### config.mk
export PLATFORM = sky130hd
export DESIGN_NAME = whole_word_substring_search_core
export DESIGN_NICKNAME = d
export VERILOG_FILES = /design/src/wwss_pkg.sv /design/src/whole_word_substring_search_core.sv /design/src/wwss_match.sv
export VERILOG_INCLUDE_DIRS = /design/src /design/src/src
export SDC_FILE = /design/constraint.sdc
export NUM_CORES = 1
export LEC_CHECK = 0
export BUFFER_PORTS_ARGS = -buffer_cell sky130_fd_sc_hd__buf_2
export CORE_MARGIN = 1
export CORE_UTILIZATION = 60
export CTS_CLUSTER_DIAMETER = 120
export DETAILED_ROUTE_END_ITERATION = 10
export PLACE_DENSITY = 0.74
export SKIP_CTS_REPAIR_TIMING = 1
export SLEW_MARGIN = 20
export SYNTH_ARGS = -nofsm -noshare
export SYNTH_HDL_FRONTEND = slang
export SYNTH_SLANG_ARGS = --single-unit
### constraint.sdc
create_clock -name clk -period 9 [get_ports clk]
set_clock_uncertainty 0.05 [all_clocks]
set_input_delay 1.35 -clock clk [delete_from_list [all_inputs] [get_ports clk]]
set_output_delay 1.35 -clock clk [all_outputs]
set_load 0.05 [all_outputs]
### src/whole_word_substring_search_core_defines.svh
// ----------------------------------------------------------------------------
// Assertion macros
// Shared property macros for the substring search core. Each use samples on
// clk and is disabled while rst_n is low.
// ----------------------------------------------------------------------------
`ifndef WHOLE_WORD_SUBSTRING_SEARCH_CORE_DEFINES_SVH
`define WHOLE_WORD_SUBSTRING_SEARCH_CORE_DEFINES_SVH

// Same-cycle implication.
`define WWSS_ASSERT_IMP(label, ante, cons, msg) \
  label: assert property (@(posedge clk) disable iff (!rst_n) (ante) |-> (cons)) \
    else $error(msg);

// Next-cycle implication.
`define WWSS_ASSERT_NXT(label, ante, cons, msg) \
  label: assert property (@(posedge clk) disable iff (!rst_n) (ante) |=> (cons)) \
    else $error(msg);

`endif

### src/wwss_pkg.sv
// ----------------------------------------------------------------------------
// wwss_pkg
// Types, constants and character helpers for the substring search core.
// ----------------------------------------------------------------------------
package wwss_pkg;

  localparam int PATTERN_MAX   = 32;
  localparam int POSITION_BITS = 20;
  localparam int CH_W          = 16;
  localparam int LEN_W         = $clog2(PATTERN_MAX + 1);
  localparam int IDX_W         = (PATTERN_MAX > 1) ? $clog2(PATTERN_MAX) : 1;
  localparam int CMD_W         = 2;
  localparam int CFG_IDX_W     = 1;
  localparam int CFG_DATA_W    = 20;

  localparam logic [POSITION_BITS-1:0] POS_MAX = {POSITION_BITS{1'b1}};

  // Commands.
  localparam logic [CMD_W-1:0] CMD_CLEAR  = 2'd0;
  localparam logic [CMD_W-1:0] CMD_APPEND = 2'd1;
  localparam logic [CMD_W-1:0] CMD_TEXT   = 2'd2;

  // Register indexes.
  localparam logic [CFG_IDX_W-1:0] REG_START_OFFSET = 1'd0;
  localparam logic [CFG_IDX_W-1:0] REG_WHOLE_WORD   = 1'd1;

  // Characters.
  localparam logic [CH_W-1:0] CH_NUL     = 16'h0000;
  localparam logic [CH_W-1:0] CH_TAB     = 16'h0009;
  localparam logic [CH_W-1:0] CH_SPACE   = 16'h0020;
  localparam logic [CH_W-1:0] CH_APOS    = 16'h0027;
  localparam logic [CH_W-1:0] CH_COMMA   = 16'h002C;
  localparam logic [CH_W-1:0] CH_HYPHEN  = 16'h002D;
  localparam logic [CH_W-1:0] CH_PERIOD  = 16'h002E;
  localparam logic [CH_W-1:0] CH_COLON   = 16'h003A;
  localparam logic [CH_W-1:0] CH_SEMI    = 16'h003B;
  localparam logic [CH_W-1:0] CH_QUEST   = 16'h003F;
  localparam logic [CH_W-1:0] CH_UPPER_A = 16'h0041;
  localparam logic [CH_W-1:0] CH_UPPER_Z = 16'h005A;
  localparam logic [CH_W-1:0] CASE_DELTA = 16'h0020;

  typedef struct packed {
    logic [CMD_W-1:0] cmd;
    logic [CH_W-1:0]  ch;
    logic             last;
  } in_item_t;

  typedef struct packed {
    logic                     found;
    logic [POSITION_BITS-1:0] position;
  } out_item_t;

  typedef struct packed {
    logic [POSITION_BITS-1:0] start_offset;
    logic                     whole_word;
  } cfg_t;

  function automatic logic [CH_W-1:0] fold(input logic [CH_W-1:0] c);
    if (c >= CH_UPPER_A && c <= CH_UPPER_Z) begin
      return c + CASE_DELTA;
    end
    return c;
  endfunction

  function automatic logic lead_sep(input logic [CH_W-1:0] c);
    return (c == CH_SPACE) || (c == CH_COMMA) || (c == CH_PERIOD) || (c == CH_TAB);
  endfunction

  function automatic logic trail_sep(input logic [CH_W-1:0] c);
    return lead_sep(c) || (c == CH_COLON) || (c == CH_SEMI) || (c == CH_HYPHEN) ||
           (c == CH_APOS) || (c == CH_QUEST) || (c == CH_NUL);
  endfunction

endpackage

### src/whole_word_substring_search_core.sv
// ----------------------------------------------------------------------------
// whole_word_substring_search_core
// Case-insensitive substring search, whole-word when whole_word is set, over a stream of 16-bit
// characters, one report per text.
// ----------------------------------------------------------------------------
// Path: a request is registered in s1, matched combinationally, and its report is registered in the output register.
// Throughput: one request per cycle while out_stall does not hold a full output register; the shift-and update of all
// pattern positions for a character is combinational between input and result registers.
// Reset: synchronous active-low rst_n clears control and match state and sets
// whole_word to 1; the pattern store is not cleared and is valid once written.
module whole_word_substring_search_core
  import wwss_pkg::*;
(
  input  logic                  clk,
  input  logic                  rst_n,
  input  logic                  in_valid,
  output logic                  in_stall,
  input  in_item_t              in_item,
  output logic                  out_valid,
  input  logic                  out_stall,
  output out_item_t             out_item,
  input  logic                  cfg_valid,
  output logic                  cfg_ready,
  input  logic [CFG_IDX_W-1:0]  cfg_index,
  input  logic [CFG_DATA_W-1:0] cfg_data
);

  logic      s1_vld_r;
  in_item_t  s1_item_r;
  logic      out_vld_r;
  out_item_t out_item_r;
  cfg_t      cfg_r;
  logic      out_free;
  logic      adv;
  logic      res_vld;
  out_item_t res;

  // The output register frees up when it is empty or being taken this cycle.
  assign out_free  = !out_vld_r || !out_stall;
  assign adv       = s1_vld_r && out_free;
  assign in_stall  = s1_vld_r && !out_free;
  assign cfg_ready = 1'b1;
  assign out_valid = out_vld_r;
  assign out_item  = out_item_r;

  always_ff @(posedge clk) begin
    if (!rst_n) begin
      cfg_r.start_offset <= '0;
      cfg_r.whole_word   <= 1'b1;
    end else if (cfg_valid) begin
      unique case (cfg_index)
        REG_START_OFFSET: cfg_r.start_offset <= POSITION_BITS'(cfg_data);
        REG_WHOLE_WORD:   cfg_r.whole_word   <= cfg_data[0];
        default: ;
      endcase
    end
  end

  always_ff @(posedge clk) begin
    if (!rst_n) begin
      s1_vld_r <= 1'b0;
    end else if (!in_stall) begin
      s1_vld_r <= in_valid;
    end
  end

  always_ff @(posedge clk) begin
    if (!in_stall) begin
      s1_item_r <= in_item;
    end
  end

  wwss_match u_match (
    .clk     (clk),
    .rst_n   (rst_n),
    .go      (adv),
    .item    (s1_item_r),
    .cfg     (cfg_r),
    .res_vld (res_vld),
    .res     (res)
  );

  always_ff @(posedge clk) begin
    if (!rst_n) begin
      out_vld_r <= 1'b0;
    end else if (out_free) begin
      out_vld_r <= res_vld;
    end
  end

  always_ff @(posedge clk) begin
    if (out_free && res_vld) begin
      out_item_r <= res;
    end
  end

endmodule

### src/wwss_match.sv
// ----------------------------------------------------------------------------
// wwss_match
// Pattern store and shift-and match state. Processes one request per cycle
// when go is high and produces at most one report for it.
// ----------------------------------------------------------------------------
`include "whole_word_substring_search_core_defines.svh"

module wwss_match
  import wwss_pkg::*;
(
  input  logic      clk,
  input  logic      rst_n,
  input  logic      go,
  input  in_item_t  item,
  input  cfg_t      cfg,
  output logic      res_vld,
  output out_item_t res
);

  logic [CH_W-1:0]          store_r [PATTERN_MAX];
  logic [LEN_W-1:0]         len_r, len_nxt;
  logic [PATTERN_MAX-1:0]   mv_r, mv_nxt;
  logic [POSITION_BITS-1:0] pos_r, pos_nxt;
  logic                     prev_sep_r, prev_sep_nxt;
  logic                     pend_r, pend_nxt;
  logic [POSITION_BITS-1:0] pstart_r, pstart_nxt;
  logic                     done_r, done_nxt;

  logic [CH_W-1:0]          c_fold;
  logic [PATTERN_MAX-1:0]   mask;
  logic [PATTERN_MAX-1:0]   mv_step;
  logic [LEN_W-1:0]         len_m1;
  logic [POSITION_BITS-1:0] back;
  logic [POSITION_BITS-1:0] start_pos;
  logic                     inject;
  logic                     store_we;
  logic                     hit;
  logic [POSITION_BITS-1:0] hit_pos;
  logic                     restart;

  assign c_fold   = fold(item.ch);
  assign len_m1   = len_r - LEN_W'(1);
  assign back     = POSITION_BITS'(len_m1);
  assign start_pos = (pos_r >= back) ? pos_r - back : '0;
  assign inject   = (pos_r >= cfg.start_offset) && (!cfg.whole_word || prev_sep_r);
  assign mv_step  = ((mv_r << 1) | PATTERN_MAX'(inject)) & mask;
  assign store_we = go && (item.cmd == CMD_APPEND) && (len_r < LEN_W'(PATTERN_MAX));

  always_comb begin
    for (int i = 0; i < PATTERN_MAX; i++) begin
      mask[i] = (LEN_W'(i) < len_r) && (store_r[i] == c_fold);
    end
  end

  always_comb begin
    len_nxt      = len_r;
    mv_nxt       = mv_r;
    pos_nxt      = pos_r;
    prev_sep_nxt = prev_sep_r;
    pend_nxt     = pend_r;
    pstart_nxt   = pstart_r;
    done_nxt     = done_r;
    hit          = 1'b0;
    hit_pos      = '0;
    restart      = 1'b0;
    res_vld      = 1'b0;
    res.found    = 1'b0;
    res.position = '0;
    if (go) begin
      if (item.cmd == CMD_CLEAR || item.cmd == CMD_APPEND) begin
        if (item.cmd == CMD_CLEAR) begin
          len_nxt = '0;
        end else if (store_we) begin
          len_nxt = len_r + LEN_W'(1);
        end
        mv_nxt   = '0;
        pend_nxt = 1'b0;
      end else if (item.cmd == CMD_TEXT) begin
        if (done_r) begin
          restart = item.last;
        end else begin
          // A complete match waits one character to see what follows it.
          if (pend_r) begin
            pend_nxt = 1'b0;
            if (trail_sep(item.ch)) begin
              hit     = 1'b1;
              hit_pos = pstart_r;
            end
          end
          if (!hit && len_r != '0) begin
            mv_nxt = mv_step;
            if (mv_step[len_m1[IDX_W-1:0]]) begin
              if (!cfg.whole_word || item.last) begin
                hit     = 1'b1;
                hit_pos = start_pos;
              end else begin
                pend_nxt   = 1'b1;
                pstart_nxt = start_pos;
              end
            end
          end
          prev_sep_nxt = lead_sep(item.ch);
          if (pos_r != POS_MAX) begin
            pos_nxt = pos_r + POSITION_BITS'(1);
          end
          if (hit) begin
            done_nxt     = 1'b1;
            res_vld      = 1'b1;
            res.found    = 1'b1;
            res.position = hit_pos;
          end else if (item.last) begin
            res_vld = 1'b1;
          end
          restart = item.last;
        end
        if (restart) begin
          pos_nxt      = '0;
          mv_nxt       = '0;
          prev_sep_nxt = 1'b1;
          pend_nxt     = 1'b0;
          pstart_nxt   = '0;
          done_nxt     = 1'b0;
        end
      end
    end
  end

  always_ff @(posedge clk) begin
    if (store_we) begin
      store_r[len_r[IDX_W-1:0]] <= c_fold;
    end
  end

  always_ff @(posedge clk) begin
    if (!rst_n) begin
      len_r      <= '0;
      mv_r       <= '0;
      pos_r      <= '0;
      prev_sep_r <= 1'b1;
      pend_r     <= 1'b0;
      pstart_r   <= '0;
      done_r     <= 1'b0;
    end else begin
      len_r      <= len_nxt;
      mv_r       <= mv_nxt;
      pos_r      <= pos_nxt;
      prev_sep_r <= prev_sep_nxt;
      pend_r     <= pend_nxt;
      pstart_r   <= pstart_nxt;
      done_r     <= done_nxt;
    end
  end

  `WWSS_ASSERT_IMP(a_len_bound, 1'b1, len_r <= LEN_W'(PATTERN_MAX), "pattern length overflow")
  `WWSS_ASSERT_IMP(a_done_no_pend, done_r, !pend_r, "pending match after report")
  `WWSS_ASSERT_IMP(a_res_text, res_vld, go && item.cmd == CMD_TEXT, "report without text")
  `WWSS_ASSERT_NXT(a_last_restart, go && item.cmd == CMD_TEXT && item.last,
                   pos_r == '0 && !done_r && prev_sep_r, "text end did not restart")

endmodule
==> results.tsv <==
metric	value	unit
global-route wire length before repair	136000	um
design area	0.0342	sq mm
CP Launch Type	flop	
asr flop ratio synth	0	%
nets	2679	
status	finished clean	
PnR Total Power	0.00640	W
clock root cell	clkbuf_16	
placed wire-length estimate	60600	um
CTS tree	done	
Commonest cells post-synth	edfxtp_1, xnor2_1, nor2_1	
DRT iter0 DRCs	2803	
switching power total	0.00145	W
unrepaired setup endpoints after global routing	no	
Post-Place Cells	3201	
Synth top area share	53.8	%
share of cells above drive strength 1	11.2	%
via count	21600	
Vias/cell	6.50	
WS Path Type	reg -> reg	
GR Layer Usage met1	46.3	%
syn_nets	2614	
total core area	0.0504	sq mm
max-slew violation count	0	
initial antenna violation count	0	
cell taking the most area after synthesis	edfxtp_1	
CP Max Fanout	16	
clk_lat worst skew	620	ps
gp weighted congestion	1.07	
Area contributors post-synth	edfxtp_1, xnor2_1, dfxtp_1	
Pint	0.00495	W
Hold Violations, Final	0	
io pins	69	
Worst Path Arrival	6470	ps
Initial Util	61.2	%
drt pass-1 iters	6	
Mean Syn Cell Area	12.1	sq um
Clock Path Buffers	3	
relative slew slack	19.0	%
# clock sinks	655	
crit path time final	6170	ps
# H-tree levels	3	
# rows	82	
Final WS setup	2830	ps
total gr overflow	0	
Syn Std Cell Area	0.0308	sq mm
met2 usage	55.1	%
Yosys warnings	0	
Max Cap Violations	0	
sequential area share after synthesis	60.5	%
ys flop type	edfxtp_1	
WP data required	9300	ps
fin crit share	68.6	%
kind of end point of the critical path	flop	
GRT Util Overall	35.3	%
Hold Crit Class	reg -> reg	
DIE AREA	0.0523	sq mm
met3 Use GR	6.32	%
Reg power frac	51.6	%
Cells after Synth	2536	
Sw Ratio	22.6	%
Setup TNS Final	0	ps
worst-margin pin slew	1210	ps
count of cell types in the netlist	93	
mean routed wirelength per cell	27.6	um
pwr dens	187	mW/mm^2
Die X	229	um
Post-Route WL	91700	um
Worst-path clk slew	60	ps
pin count of the biggest net entering global routing	74	
final setup fails	0	
Remaining DRCs	0	
clock power share	42.1	%
PortBufs	67	
Leakage	11.1	nW
Peak Freq	162	MHz
Most Used Layer, Global Route	met2	
total CTS buffers	69	
Peak VDD IR	205	uV
fin cells	3326	
Die H	229	um
ant diodes	0	
number of synthesized flops with an enable pin	552	
Place WS	2770	ps
Synth Register Bits	655	
Area growth syn-to-layout	11.0	%
top-count cell post-synth	edfxtp_1	
Placed Area	0.0321	sq mm
Antenna Nets Post-Route	0	
logic gate share of total power	6.2	%
number of global-route vias before repair	21000	
-- power groups by stage --
stage / combinational (W) / sequential (W) / clock [W]
2_1_floorplan: 0.000239 / 0.00337 / 0
3_3_place_gp: 0.000382 / 0.00337 / 0
3_5_place_dp: 0.000390 / 0.00337 / 0
4_1_cts: 0.000394 / 0.00330 / 0.00272
5_1_grt: 0.000418 / 0.00330 / 0.00284
6_report: 0.000399 / 0.00330 / 0.00269
-- final cells by class --
type | count | area, sq um
repair buffers | 147 | 981
flip-flops and latches | 655 | 18600
multi-input cells | 1653 | 11300
inverters | 75 | 282
clock inverters | 27 | 211
well taps | 672 | 841
fillers | 3625 | 16200
clock buffers | 97 | 1900
-- state kept, by name (all words and copies together) (netlist names), 6 cells and up --
signal and count:
u_match.mv_r 31, u_match.pos_r 20, u_match.len_r 6, cfg_r 21, u_match.pstart_r 20, u_match.store_r 512, out_item 21, s1_item_r 19
-- path summary, 6_finish.rpt --
| path | start | end | slack, ps | cells after the start |
|---|---|---|---|---|
| setup / recovery | u_match.len_r[1] | out_item[3] | 2830 | 16 |
| hold / removal | cfg_r[17] | cfg_r[17] | 410 | 2 |
| setup reg to reg | u_match.len_r[1] | out_item[3] | 2830 | 16 |
| hold reg to reg | cfg_r[17] | cfg_r[17] | 410 | 2 |
-- metal layers --
metal / share of wire [%] / up-vias
met5: 0 / -
met4: 6.6 / 0
met3: 8.2 / 305
met2: 46 / 1202
met1: 39 / 10600
li1: - / 9498
-- stage by stage --
stage               hold slack, ps  utilization (%)
finish                         407             67.9
global route                   429             67.9
CTS                            409             67.8
detailed placement             398             63.6
global placement               394             63.6
floorplan                      378                -
-- kinds of logic (layout without fill, tap and decap cells) --
group | after synthesis | in the layout | share of synthesized area, %
and+or+nand+nor | 697 | 697 | 11.2
DFF | 655 | 655 | 60.5
AOI/OAI and AO/OA | 461 | 461 | 10.5
xor gates and xnor gates | 454 | 454 | 12.9
buffers and inverters | 228 | 346 | 3.23
adders and majority gates | 33 | 33 | 1.36
muxes | 7 | 7 | 0.280
other | 1 | 1 | 0.0122
-- placed cells by master (no fill, tap or decap), drive strengths merged, types with 9 or more instances in the layout --
cell type,synthesis,final
nor2,181,181
a2111oi,25,25
o221ai,9,9
inv,74,78
o2111ai,26,26
a211oi,14,14
dfxtp,103,103
nor4,49,49
nand2,165,165
a21o,10,10
o211ai,12,12
or4,11,11
nor2b,24,24
edfxtp,552,552
and3,10,10
nor3,76,76
nand3,37,37
nand4,75,75
clkbuf,66,97
o22ai,22,22
a21oi,114,114
nand2b,20,20
a22oi,41,41
xor2,163,163
xnor2,291,291
or3,14,14
buf,86,147
o21ai,84,84
ha,32,32
a31oi,10,10
clkinv,1,22
a22o,25,25
o2bb2ai,13,13
-- worst max-delay path, cell delays in order, from the launching register on --
cell      delay, ps
dfxtp_1         670
inv_1           270
ha_1            390
xor2_1          940
clkinv_1        630
ha_1            500
nor2b_1         170
o21ai_0         140
nand2b_1        110
a21oi_1         160
o21bai_1        100
or3_1           380
or2_2           350
nor2_2          560
nor3_1          180
a22oi_1         200
nor2_1           60
(Power assumes the default switching activity.)
